[src/rtl/kmm_pkg.sv]
// Shared types and constants for the knob menu mode controller.
package kmm_pkg;

  localparam int HueW    = 9;
  localparam int PctW    = 7;
  localparam int DeltaW  = 7;
  localparam int AdjustW = 19;
  localparam int ModeW   = 3;
  localparam int CfgIdxW = 2;
  localparam int CfgW    = 9;

  // Output encoding of the display mode.
  localparam logic [ModeW-1:0] CODE_WORD    = 3'd0;
  localparam logic [ModeW-1:0] CODE_DIGITAL = 3'd1;
  localparam logic [ModeW-1:0] CODE_HUE     = 3'd2;
  localparam logic [ModeW-1:0] CODE_SAT     = 3'd3;
  localparam logic [ModeW-1:0] CODE_HOUR    = 3'd4;
  localparam logic [ModeW-1:0] CODE_MINUTE  = 3'd5;

  // Configuration register indexes.
  localparam logic [CfgIdxW-1:0] REG_START_HUE        = 2'd0;
  localparam logic [CfgIdxW-1:0] REG_START_SATURATION = 2'd1;
  localparam logic [CfgIdxW-1:0] REG_START_BRIGHTNESS = 2'd2;

  // Reset values of the working color.
  localparam logic [HueW-1:0] RESET_HUE        = 9'd0;
  localparam logic [PctW-1:0] RESET_SATURATION = 7'd100;
  localparam logic [PctW-1:0] RESET_BRIGHTNESS = 7'd50;

  localparam int PctMin     = 5;
  localparam int PctMax     = 100;
  localparam int HueFull    = 360;
  localparam int SecPerHour = 3600;
  localparam int SecPerMin  = 60;

  typedef enum logic [5:0] {
    MODE_WORD    = 6'b000001,
    MODE_DIGITAL = 6'b000010,
    MODE_HUE     = 6'b000100,
    MODE_SAT     = 6'b001000,
    MODE_HOUR    = 6'b010000,
    MODE_MINUTE  = 6'b100000
  } mode_t;

endpackage

[src/rtl/knob_menu_mode_controller.sv]
// Top level of the knob menu mode controller: mode state machine, color update, result register.
// A result shows on the output in the cycle after its input transfer.
// Throughput: one item per cycle; the only limit is the single result register,
// so an input transfer is refused only while a held result is stalled.
// Reset (rst, synchronous, active high) returns to word mode with hue 0,
// saturation 100 and brightness 50, and empties the result register.
module knob_menu_mode_controller (
  input  logic                              clk,
  input  logic                              rst,
  input  logic                              cfg_en,
  input  logic [kmm_pkg::CfgIdxW-1:0]       cfg_index,
  input  logic [kmm_pkg::CfgW-1:0]          cfg_data,
  input  logic                              in_valid,
  output logic                              in_stall,
  input  logic                              short_press,
  input  logic                              long_press,
  input  logic signed [kmm_pkg::DeltaW-1:0] knob_delta,
  output logic                              out_valid,
  input  logic                              out_stall,
  output logic [kmm_pkg::ModeW-1:0]         mode,
  output logic [kmm_pkg::HueW-1:0]          hue,
  output logic [kmm_pkg::PctW-1:0]          saturation,
  output logic [kmm_pkg::PctW-1:0]          brightness,
  output logic signed [kmm_pkg::AdjustW-1:0] time_adjust_seconds,
  output logic                              enter_edit,
  output logic                              exit_edit
);
  import kmm_pkg::*;

  // Working state. The start registers are never read back, so a
  // configuration write goes straight into the working color.
  mode_t           mode_reg;
  logic [HueW-1:0] hue_reg;
  logic [PctW-1:0] saturation_reg;
  logic [PctW-1:0] brightness_reg;

  mode_t                     mode_pressed;
  mode_t                     mode_next;
  logic                      enter_next;
  logic                      exit_next;
  logic [HueW-1:0]           hue_next;
  logic [PctW-1:0]           saturation_next;
  logic [PctW-1:0]           brightness_next;
  logic signed [AdjustW-1:0] adjust_next;
  logic [ModeW-1:0]          code_next;
  logic                      in_xfer;
  logic                      turned;

  // Sign-extended knob deltas and the adjusted values.
  logic signed [9:0]         pct_step;
  logic signed [10:0]        delta11;
  logic signed [10:0]        hue_sum;
  logic signed [9:0]         sat_sum;
  logic signed [9:0]         bright_sum;
  logic signed [AdjustW-1:0] delta19;
  logic [HueW-1:0]           hue_wrapped;
  logic [PctW-1:0]           sat_clamped;
  logic [PctW-1:0]           bright_clamped;

  // A new item is refused only while the held result is waiting on the
  // downstream side; otherwise the result register frees up this cycle.
  assign in_stall = out_valid & out_stall;
  assign in_xfer  = in_valid & ~in_stall;
  assign turned   = (knob_delta != '0);

  // Short press acts first: it steps through the display modes, and in the
  // edit modes it swaps between setting the hour and the minute.
  always_comb begin
    unique case (mode_reg)
      MODE_WORD:    mode_pressed = short_press ? MODE_DIGITAL : MODE_WORD;
      MODE_DIGITAL: mode_pressed = short_press ? MODE_HUE     : MODE_DIGITAL;
      MODE_HUE:     mode_pressed = short_press ? MODE_SAT     : MODE_HUE;
      MODE_SAT:     mode_pressed = short_press ? MODE_WORD    : MODE_SAT;
      MODE_HOUR:    mode_pressed = short_press ? MODE_MINUTE  : MODE_HOUR;
      MODE_MINUTE:  mode_pressed = short_press ? MODE_HOUR    : MODE_MINUTE;
      default:      mode_pressed = MODE_WORD;
    endcase
  end

  // Long press then enters minute edit from any display mode, or leaves
  // edit back to word mode.
  always_comb begin
    mode_next  = mode_pressed;
    enter_next = 1'b0;
    exit_next  = 1'b0;
    if (long_press) begin
      if (mode_pressed == MODE_HOUR || mode_pressed == MODE_MINUTE) begin
        mode_next = MODE_WORD;
        exit_next = 1'b1;
      end else begin
        mode_next  = MODE_MINUTE;
        enter_next = 1'b1;
      end
    end
  end

  // Knob arithmetic. Percent values move two per detent and clamp to 5..100;
  // hue moves five per detent and wraps into 1..360, so zero shows as 360.
  // Stored values may be out of range after a configuration write, which is
  // why the hue sum can need two subtractions of 360 to come back into range.
  assign pct_step   = 10'(signed'({knob_delta, 1'b0}));
  assign delta11    = 11'(knob_delta);
  assign hue_sum    = signed'({2'b00, hue_reg}) + (delta11 <<< 2) + delta11;
  assign sat_sum    = signed'({3'b000, saturation_reg}) + pct_step;
  assign bright_sum = signed'({3'b000, brightness_reg}) + pct_step;
  assign delta19    = AdjustW'(knob_delta);

  always_comb begin
    if (hue_sum <= 11'sd0) begin
      hue_wrapped = HueW'(hue_sum + 11'(HueFull));
    end else if (hue_sum > 11'(2 * HueFull)) begin
      hue_wrapped = HueW'(hue_sum - 11'(2 * HueFull));
    end else if (hue_sum > 11'(HueFull)) begin
      hue_wrapped = HueW'(hue_sum - 11'(HueFull));
    end else begin
      hue_wrapped = HueW'(hue_sum);
    end
  end

  always_comb begin
    if (sat_sum < 10'(PctMin)) begin
      sat_clamped = PctW'(PctMin);
    end else if (sat_sum > 10'(PctMax)) begin
      sat_clamped = PctW'(PctMax);
    end else begin
      sat_clamped = PctW'(sat_sum);
    end
    if (bright_sum < 10'(PctMin)) begin
      bright_clamped = PctW'(PctMin);
    end else if (bright_sum > 10'(PctMax)) begin
      bright_clamped = PctW'(PctMax);
    end else begin
      bright_clamped = PctW'(bright_sum);
    end
  end

  // The knob acts in the mode left after both presses.
  always_comb begin
    hue_next        = hue_reg;
    saturation_next = saturation_reg;
    brightness_next = brightness_reg;
    adjust_next     = '0;
    if (turned) begin
      unique case (mode_next) inside
        MODE_WORD, MODE_DIGITAL: brightness_next = bright_clamped;
        MODE_HUE:                hue_next        = hue_wrapped;
        MODE_SAT:                saturation_next = sat_clamped;
        MODE_HOUR:               adjust_next     = delta19 * AdjustW'(SecPerHour);
        MODE_MINUTE:             adjust_next     = delta19 * AdjustW'(SecPerMin);
        default:                 adjust_next     = '0;
      endcase
    end
  end

  always_comb begin
    unique case (mode_next)
      MODE_WORD:    code_next = CODE_WORD;
      MODE_DIGITAL: code_next = CODE_DIGITAL;
      MODE_HUE:     code_next = CODE_HUE;
      MODE_SAT:     code_next = CODE_SAT;
      MODE_HOUR:    code_next = CODE_HOUR;
      MODE_MINUTE:  code_next = CODE_MINUTE;
      default:      code_next = CODE_WORD;
    endcase
  end

  // State update. The user must give configuration writes only while the block is idle,
  // so they never meet an item transfer in the same cycle; the block itself has no guard for this.
  always_ff @(posedge clk) begin
    if (rst) begin
      mode_reg       <= MODE_WORD;
      hue_reg        <= RESET_HUE;
      saturation_reg <= RESET_SATURATION;
      brightness_reg <= RESET_BRIGHTNESS;
    end else if (cfg_en) begin
      unique case (cfg_index)
        REG_START_HUE:        hue_reg        <= cfg_data;
        REG_START_SATURATION: saturation_reg <= cfg_data[PctW-1:0];
        REG_START_BRIGHTNESS: brightness_reg <= cfg_data[PctW-1:0];
        default:              ;
      endcase
    end else if (in_xfer) begin
      mode_reg       <= mode_next;
      hue_reg        <= hue_next;
      saturation_reg <= saturation_next;
      brightness_reg <= brightness_next;
    end
  end

  // Result register: loads on every input transfer, empties when taken.
  always_ff @(posedge clk) begin
    if (rst) begin
      out_valid <= 1'b0;
    end else if (in_xfer) begin
      out_valid <= 1'b1;
    end else if (!out_stall) begin
      out_valid <= 1'b0;
    end
  end

  always_ff @(posedge clk) begin
    if (in_xfer) begin
      mode                <= code_next;
      hue                 <= hue_next;
      saturation          <= saturation_next;
      brightness          <= brightness_next;
      time_adjust_seconds <= adjust_next;
      enter_edit          <= enter_next;
      exit_edit           <= exit_next;
    end
  end

endmodule

[config.mk]
export PLATFORM = sky130hd
export DESIGN_NAME = knob_menu_mode_controller
export DESIGN_NICKNAME = d
export VERILOG_FILES = /design/src/rtl/kmm_pkg.sv /design/src/rtl/knob_menu_mode_controller.sv
export SDC_FILE = /design/constraint.sdc
export NUM_CORES = 1
export LEC_CHECK = 0
export ABC_AREA = 1
export BUFFER_PORTS_ARGS = -buffer_cell sky130_fd_sc_hd__buf_2
export CAP_MARGIN = 20
export CORE_MARGIN = 2
export CORE_UTILIZATION = 60
export CTS_CLUSTER_DIAMETER = 50
export DETAILED_ROUTE_END_ITERATION = 16
export PLACE_DENSITY = 0.81
export SYNTH_ARGS = -nofsm -noshare
export SYNTH_HDL_FRONTEND = slang
export SYNTH_SLANG_ARGS = --single-unit
[constraint.sdc]
create_clock -name clk -period 9.6 [get_ports clk]
set_input_delay 0.48 -clock clk [delete_from_list [all_inputs] [get_ports clk]]
set_output_delay 0.48 -clock clk [all_outputs]
set_load 0.005 [all_outputs]
==> results of run 1 <==
## synthesized netlist by cell type, types with 9 or more instances
cell,count
clkbuf_1,9
fa_1,27
edfxtp_1,45
a21oi_1,62
ha_1,78
nand2_1,208
xor2_1,11
inv_1,130
nand3_1,54
or2_2,13
nand4_1,10
nor2_1,64
nand2_2,15
o21ai_0,41
dfxtp_1,30
## per-stage QoR
step	hold slack, ns	cell area [um^2]	util	setup WS, ns	std cells
5_1_grt	0.416	7390	0.682	5.15	1083
3_5_place_dp	0.475	7130	0.658	5.10	1067
6_report	0.390	7390	0.682	5.45	1083
2_1_floorplan	0.452	6650	-	5.79	869
4_1_cts	0.387	7390	0.682	5.48	1083
3_3_place_gp	0.471	7130	0.658	5.20	1067
## power groups by stage
| stage | clock [mW] | combinational [mW] | sequential (mW) |
|---|---|---|---|
| 4_1_cts | 0.326 | 0.561 | 0.401 |
| 6_report | 0.325 | 0.565 | 0.401 |
| 3_5_place_dp | 0 | 0.556 | 0.408 |
| 5_1_grt | 0.343 | 0.654 | 0.405 |
| 3_3_place_gp | 0 | 0.542 | 0.407 |
| 2_1_floorplan | 0 | 0.420 | 0.409 |
## worst paths after layout
| kind | start | to | slack (ns) | depth (start not counted) |
|---|---|---|---|---|
| worst min register to register | out_valid$_SDFFE_PP0P_ | out_valid$_SDFFE_PP0P_ | 0.49 | 2 |
| worst max register to register | hue_reg[3]$_SDFFE_PP0P_ | hue[6]$_DFFE_PP_ | 5.89 | 22 |
| worst max-delay path | knob_delta[1] | time_adjust_seconds[18]$_SDFFCE_PP0P_ | 5.45 | 24 |
| worst min-delay path | out_stall | out_valid$_SDFFE_PP0P_ | 0.39 | 3 |
## metal layers
metal | vias up | share of wire
met5 | - | 0
met4 | 0 | 0.026
met3 | 34 | 0.043
met2 | 141 | 0.48
met1 | 2679 | 0.45
li1 | 2966 | -
## final cells by class
type | instances | area [um^2]
Inverter | 134 | 503
Fill cell | 934 | 3450
Timing Repair Buffer | 72 | 363
Tap cell | 140 | 175
Sequential cell | 75 | 1950
Clock buffer | 10 | 128
Multi-Input combinational cell | 646 | 4140
Clock inverter | 6 | 136
## worst max-delay path: stages
cell and delay [ns]:
buf_2 0.29, inv_1 0.14, fa_1 0.55, inv_1 0.05, ha_1 0.26, inv_1 0.05, fa_1 0.51, inv_1 0.04
ha_1 0.19, ha_1 0.34, a21oi_1 0.16, inv_1 0.06, a31oi_1 0.22, nor2_1 0.09, nor2_1 0.09, nor2_1 0.05
nor2_1 0.12, nor2_1 0.07, nor2_1 0.08, inv_1 0.04, a21oi_1 0.14, or2_2 0.13, nand3_1 0.05, a21oi_1 0.15
## logic make-up (layout without fill, tap and decap cells)
kind of cell               Yosys count  after routing
xor gates and xnor gates            16             16
adders and majority gates          105            105
AOI/OAI and AO/OA                  136            136
buffers and inverters              148            222
DFF                                 75             75
and+or+nand+nor                    387            387
other                                1              2
==> impl_results.md, run 1 <==
* Top Ports at 74
* Grt met1 use at 0.370
* Wirelength, routed at 15.5 mm
* Commonest non-fill, non-tap cell in the layout: nand2_1
* Synthesized area per cell at 7.65 um^2
* Adder-Cell Fraction of Synth Area at 0.228
* Status: finished clean
* Yosys top cell area share at 0.203
* Initial antenna violation count at 0
* Pint at 798 uW
* Synth async-reset ratio at 0
* Total GRT Usage at 0.280
* Max-Cap Viols at 0
* Switch share at 0.382
* Proportion of synthesized area in mux cells at 0
* Period utilization at 0.432
* FF+latch count, synth at 75
* Crit path max fanout at 11
* XOR/XNOR share of the synthesized area at 0.0211
* Cell row count at 38
* Final hold violation count at 0
* Total CTS buffers at 9
* Sink Count at 75
* Hpwl dp at 11.8 mm
* Final setup vio count at 0
* First-pass GRT wire length at 26.0 mm
* Largest family of logic cells by synthesized area: simple AND/OR/NAND/NOR gates
* Synth Area in Simple Gates at 0.256
* Reg clk slew, reported paths at 0.09 ns
* Sw power at 494 uW
* Top Usage Layer GRT: met2
* Fmax at 0.241 GHz
* Die Area at 0.0119 mm^2
* Ant diodes at 0
* DR iter-0 viols at 502
* Max-slew violations at 0
* Sequential share of power at 0.311
* Die width at 109 um
* Nets@finish at 1068
* Clk_lat worst skew at 0.37 ns
* Worst Setup Start Kind: input pin
* Most frequent cells in the layout: 208 x nand2_1, 130 x inv_1, 78 x ha_1
* CTS tree: done
* Area contributors post-synth: edfxtp_1 20%, ha_1 15%, nand2_1 12%
* Global route overflow at 0
* CP Class: in2reg
* Combinational share of power at 0.438
* Syn. warnings at 0
* Worst hold-check path type: in2reg
* Die extent in y at 109 um
* Drt wl/cell at 14.3 um
* Register area share after synthesis at 0.294
* Cells after Synth at 868
* Max_slew headroom at 0.391
* Area growth syn-to-layout at 11.3%
* DR DRC count at 0
* Via count at 5820
* H-tree depth at 3
* Vias per cell at 5.37
* CTS resizes at 0
* Max reg flops at 18
* Tightest Pin Transition at 0.910 ns
* Clock power frac at 0.252
* Routed Antenna Nets at 0
* Worst ir drop on vdd at 0.0910 mV
* Leak at 3.86 nW
* Setup TNS at 0 ns
* Power Total at 1.29 mW
* Total core area at 0.0108 mm^2
* Clock skew at 0.0142 ns
* Tmin final at 4.15 ns
* Crit path capture type: flip-flop
* Largest net degree at the start of global routing at 47
* Clk buf depth at 2
* Area leader, netlist: edfxtp_1
* Synth unique cells at 44
* Starting density of the core at 0.613
* Synth Area in Compound Gates at 0.115
* Layout cells sized above 1 at 0.146
* M2 GR Usage at 0.467
* Vias in the first global route at 5667
* Top FF cell, synth: edfxtp_1
* Routing usage on met3 at 0.0430
* Cell area after synthesis at 0.00664 mm^2
* CTS Root Cell: clkbuf_8
* Hold_buf cts at 0
* DRT Pass-1 Iters at 5
* CP arrival at 4.35 ns
* Number of setup buffers added after CTS at 0
* WP data required at 9.81 ns
* Cell Pwr Density at 175 mW/mm^2
* IO buf count at 71
* RSZ-0062 raised after global routing: false
* EDFF count, synth at 45
* Routability Congestion at 0.902
Note: power is estimated with default switching activity, not from simulation.
==> run 2, diff against run 1 <==
- ABC_AREA: 1 -> 0
- CORE_UTILIZATION: 60 -> 55
- PLACE_DENSITY: 0.81 -> 0.78
- clock period: 9.6 -> 3.7 ns (I/O delays scaled with it)
==> impl_results.md, run 2 <==
* Status: complete, but fails checks
* Failing checks: setup timing
* Worst ir drop on vdd at 0.263 mV
* Drt wl/cell at 17.8 um
* Top Ports at 74
* Worst Setup Start Kind: flip-flop
* Vias per cell at 5.97
* Worst hold-check path type: in2reg
* Synth unique cells at 96
* Hold_buf cts at 0
* Register area share after synthesis at 0.275
* Fin cells at 1074
* Wirelength, routed at 19.1 mm
* IO buf count at 71
* Total core area at 0.0126 mm^2
* Ant diodes at 0
* DRT Pass-1 Iters at 6
* EDFF count, synth at 45
* Number of cells on the worst hold path at 2
* FF+latch count, synth at 75
* Filler cells at 943
* Sink Count at 75
* Most frequent cells in the layout: 84 x buf_4, 74 x inv_1, 73 x ha_1
* Max reg flops at 18
* Die Area at 0.0138 mm^2
* Max_slew headroom at 0.460
* Largest net degree at the start of global routing at 47
* Final worst slack at -0.00662 ns
* R2r setup slk at -0.007 ns
* Final setup vio count at 2
* Post-Place Cells at 1049
* DR iter-0 viols at 464
* Cell Pwr Density at 460 mW/mm^2
* Max-slew violations at 0
* Top FF cell, synth: edfxtp_1
* Most frequent cells after synthesis: 78 x ha_1, 78 x inv_1, 54 x nor2_1
* Clk buf depth at 2
* Crit path capture type: flip-flop
* WL met2 at 9.30 mm
* Leak at 3.99 nW
* DR DRC count at 0
* Syn. warnings at 0
* Via count at 6408
* R2r startpoint: hue_reg[2]$_SDFFE_PP0P_
* Met3 wire length at 1.23 mm
* Die extent in y at 118 um
* Routability Congestion at 0.915
* Reg2Reg Capture Point: hue_reg[3]$_SDFFE_PP0P_
* Synth async-reset ratio at 0
* Period utilization at 1.00
* Crit path max fanout at 4
* CP arrival at 3.96 ns
* Cell depth of the worst flop-to-flop path at 17
* Crit-path max cell delay at 0.49 ns
* Fmax at 0.270 GHz
* Total CTS buffers at 9
* Max-Cap Viols at 0
* Yosys top cell area share at 0.190
* Reg clk slew, reported paths at 0.06 ns
* Cells after Synth at 755
* Area contributors post-synth: edfxtp_1 19%, ha_1 14%, dfxtp_1 8.5%
* WP data required at 3.96 ns
* Layout cells sized above 1 at 0.286
* RSZ-0062 raised after global routing: true
* Commonest non-fill, non-tap cell in the layout: buf_4
* H-tree depth at 3
* Area growth syn-to-layout at 23.0%
* Nets@finish at 1027
* CTS tree: done
* Cell row count at 41
* Die width at 118 um
* Area leader, netlist: edfxtp_1
* CP Class: reg2reg
* Starting density of the core at 0.563
* Hpwl dp at 14.6 mm
* Power Total at 4.02 mW
* Final hold violation count at 0
* Cell area after synthesis at 0.00710 mm^2
* Tightest Pin Transition at 0.801 ns
* Crit-path cells: inv_2, fa_1, inv_2, fa_2, a211oi_4, o21bai_4, xnor2_4, inv_2, ha_4, nand3_4, o31ai_4, o32ai_4, or2_1, nand3_2, xnor2_2, a211o_1, a311oi_2
* Clk_lat worst skew at 0.35 ns
* Initial antenna violation count at 0
* Synthesized area per cell at 9.41 um^2
* Total GRT Usage at 0.280
* Vias in the first global route at 6408
* Global route overflow at 0
* WHS Endpoint: out_valid$_SDFFE_PP0P_
* Clock skew at 0.00824 ns
* Tmin final at 3.71 ns
* Routed Antenna Nets at 0
* CTS Root Cell: clkbuf_16
* First-pass GRT wire length at 31.5 mm
* Slowest CP cell: fa_1
* Max layer used: met4
* M1 WL at 7.86 mm
* Cell mode on critical path: inv_2
* Hold Path Origin: in_valid
## run 2: kinds of logic (layout without fill, tap and decap cells)
logic type / count (synthesis) / count (layout) / share of synthesized area
buffers and inverters: 108 / 254 / 0.0646
xor gates and xnor gates: 41 / 41 / 0.0516
AOI/OAI and AO/OA: 214 / 214 / 0.227
muxes: 13 / 13 / 0.0187
adders and majority gates: 105 / 105 / 0.213
DFF: 75 / 75 / 0.275
other: 1 / 2 / 0.000528
and+or+nand+nor: 198 / 198 / 0.150
## run 2: worst max-delay path by stage
stage | start | to | slack [ns] | depth (start not counted)
2_1_floorplan | hue_reg[2]$_SDFFE_PP0P_ | hue_reg[3]$_SDFFE_PP0P_ | -0.02 | 17
3_5_place_dp | knob_delta[2] | time_adjust_seconds[18]$_SDFFCE_PP0P_ | -0.22 | 18
6_report | hue_reg[2]$_SDFFE_PP0P_ | hue_reg[3]$_SDFFE_PP0P_ | -0.007 | 17
5_1_grt | hue_reg[2]$_SDFFE_PP0P_ | hue[6]$_DFFE_PP_ | -0.16 | 16
3_3_place_gp | knob_delta[2] | time_adjust_seconds[18]$_SDFFCE_PP0P_ | -0.13 | 18
4_1_cts | hue_reg[2]$_SDFFE_PP0P_ | hue_reg[3]$_SDFFE_PP0P_ | -0.02 | 17
## run 2: layer usage
metal / track usage / vias up
li1: - / 2998
met1: 0.351 / 3066
met2: 0.476 / 279
met3: 0.0455 / 65
met4: 0.120 / 0
met5: 0 / -
## run 2: metrics by stage
stage	instance area, um^2	util	setup TNS [ns]	setup slack (ns)	hold WS, ns
floorplan	7150	-	-0.0167	-0.0167	0.309
global placement	8160	0.647	-0.477	-0.132	0.418
detailed placement	8160	0.647	-1.59	-0.223	0.425
CTS	8580	0.680	-0.0513	-0.0197	0.0710
global route	8740	0.692	-1.12	-0.158	0.0982
finish	8740	0.692	-0.00691	-0.00662	0.0772
## run 2: layout make-up
cell class / instances / area, um^2 / share of cell area
Inverter: 80 / 303 / 0.0347
Clock inverter: 4 / 36.3 / 0.00415
Sequential cell: 75 / 1960 / 0.224
Timing Repair Buffer: 158 / 1030 / 0.118
Tap cell: 172 / 215 / 0.0246
Clock buffer: 12 / 289 / 0.0331
Multi-Input combinational cell: 573 / 4910 / 0.562
## run 2: what timing repair did
item,CTS,global route
buffers inserted,4,6
resized for setup,14,28
gates cloned,0,0
endpoints found under the setup margin,6,17
pin swaps,11,19
endpoints found under the hold margin,0,0
## run 2: worst max-delay path: cells and delay by family (launching register included)
kind | cells | cell delay (ns)
fa+ha+maj | 3 | 1.05
buf+inv | 3 | 0.19
simple gates | 3 | 0.39
flops | 1 | 0.33
compound gates | 6 | 1.33
xor+xnor | 2 | 0.33
## run 2: power by group
group | internal, mW | leakage [nW] | total, mW | switching [mW]
sequential | 0.993 | 0.689 | 1.03 | 0.0388
combinational | 0.972 | 3.14 | 2.04 | 1.07
clock | 0.563 | 0.158 | 0.946 | 0.382
total | 2.53 | 3.99 | 4.02 | 1.49
==> run 3, diff against run 2 <==
- CORE_UTILIZATION: 55 -> 40
- PLACE_DENSITY: 0.78 -> 0.6
==> impl_results.md, run 3 (synthesis results as in run 2) <==
* Cell Pwr Density at 458 mW/mm^2
* Wirelength, routed at 19.9 mm
* Crit path max fanout at 5
* Period utilization at 1.01
* Crit path capture type: flip-flop
* Pint at 2.60 mW
* Die width at 137 um
* Combinational share of power at 0.529
* Sw power at 1.55 mW
* Vias in the first global route at 5901
* DR iter-0 viols at 402
* Final setup vio count at 4
* Fin util at 0.522
* Pre-CTS WS at -0.212 ns
* RSZ-0062 raised after global routing: true
* Total GRT Usage at 0.212
* Sequential share of power at 0.248
* Sink Count at 75
* Die extent in y at 137 um
* Hpwl dp at 15.1 mm
* DRT Pass-1 Iters at 5
* Die Area at 0.0188 mm^2
* Dpl cell area at 0.00842 mm^2
* Top Ports at 74
* Worst hold-check path type: in2reg
* Fmax at 0.268 GHz
* Drt wl/cell at 17.3 um
* Worst Setup Start Kind: flip-flop
* Grt met1 use at 0.300
* Clk_lat worst skew at 0.35 ns
* Switch share at 0.374
* Routing usage on met3 at 0.0269
* Clock skew at 0.0162 ns
* Routed Antenna Nets at 0
* Worst ir drop on vdd at 0.264 mV
* Reg clk slew, reported paths at 0.06 ns
* Leak at 4.11 nW
* Crit-path max cell delay at 0.44 ns
* IO buf count at 71
* Crit-path cells: fa_1, ha_1, nor2_1, nor2_2, xor2_2, buf_4, buf_4, ha_2, a21oi_2, a31oi_1, a2bb2oi_2, mux2i_1, o211ai_1, mux2i_1, o21ai_1, a211oi_2
* Max-Cap Viols at 0
* Post-Place Cells at 1126
* Nets@finish at 1050
* WP data required at 3.97 ns
* Clk buf depth at 2
* H-tree depth at 3
* Via count at 6212
* CTS tree: done
* Layout cells sized above 1 at 0.314
* Largest net degree at the start of global routing at 36
* Finished Cell Area at 0.00907 mm^2
* Commonest non-fill, non-tap cell in the layout: buf_4
* DR DRC count at 0
* Vias per cell at 5.40
* Failing checks: setup timing
* CP Class: reg2reg
* Starting density of the core at 0.409
* Fin cells at 1150
* M2 GR Usage at 0.336
* Cell depth of the worst flop-to-flop path at 16
* Hold_buf cts at 0
* Max-slew violations at 0
* Tightest Pin Transition at 0.729 ns
* Total core area at 0.0174 mm^2
* Final hold violation count at 0
* Status: complete, but fails checks
* Final worst slack at -0.0301 ns
* CTS Root Cell: clkbuf_16
* Cell row count at 48
* Most frequent cells in the layout: 103 x buf_4, 73 x inv_1, 70 x buf_2
* Slowest CP cell: fa_1
* Top Usage Layer GRT: met2
* Ant diodes at 0
* Area growth syn-to-layout at 27.7%
* Clock power frac at 0.223
* Initial antenna violation count at 0
* Max_slew headroom at 0.509
* Total CTS buffers at 9
* Routability Congestion at 0.875
* Max reg flops at 18
* Global route overflow at 0
* First-pass GRT wire length at 30.8 mm
* CP arrival at 4.00 ns
* Tmin final at 3.73 ns
* Number of cells on the worst hold path at 2
==> run 3: path summary, 6_finish.rpt <==
kind / from / slack [ns] / end
max reg2reg: hue_reg[3]$_SDFFE_PP0P_ / -0.03 / hue_reg[8]$_SDFFE_PP0P_
max: hue_reg[3]$_SDFFE_PP0P_ / -0.03 / hue_reg[8]$_SDFFE_PP0P_
min reg2reg: hue_reg[1]$_SDFFE_PP0P_ / 0.50 / hue_reg[1]$_SDFFE_PP0P_
min: in_valid / 0.07 / out_valid$_SDFFE_PP0P_
==> run 3: what timing repair did <==
item / in CTS / in global routing
buffers inserted: 3 / 6
gates resized for setup: 9 / 52
endpoints found under the setup margin: 7 / 18
pin swaps: 7 / 25
==> run 3: critical path, delay by kind of cell, from the launching register on <==
kind,cells,cell delay [ns]
buf+inv,2,0.31
compound gates,6,1.05
flops,1,0.40
mux,2,0.35
simple gates,2,0.30
fa+ha+maj,3,1.05
xor+xnor,1,0.21
==> run 3: through the flow <==
step	hold slack, ns	setup TNS (ns)	power, mW
floorplan	0.309	-0.0167	2.28
global placement	0.426	-1.19	2.96
detailed placement	0.428	-2.01	2.98
CTS	0.0695	-0.140	3.96
global route	0.0797	-1.32	4.43
finish	0.0732	-0.0946	4.15
==> run 3: area by class of cell <==
type | count | area [um^2]
Timing Repair Buffer | 181 | 1230
Tap cell | 225 | 282
Clock inverter | 5 | 58.8
Multi-Input combinational cell | 573 | 5000
Sequential cell | 75 | 1950
Fill cell | 1609 | 8290
Inverter | 80 | 305
Clock buffer | 11 | 243
==> run 3: layer usage <==
| layer | up-vias | routed length, um |
|---|---|---|
| li1 | 3051 | - |
| met1 | 2981 | 9400 |
| met2 | 156 | 9230 |
| met3 | 24 | 867 |
| met4 | 0 | 398 |
| met5 | - | 0 |
==> run 3: power by group through the flow <==
stage	Clock (mW)	Sequential (mW)	Combinational (mW)
after floorplan	0	1.05	1.23
after global placement	0	1.04	1.92
after detailed placement	0	1.05	1.93
after CTS	0.937	1.03	1.99
after global routing	0.971	1.04	2.42
final	0.926	1.03	2.19
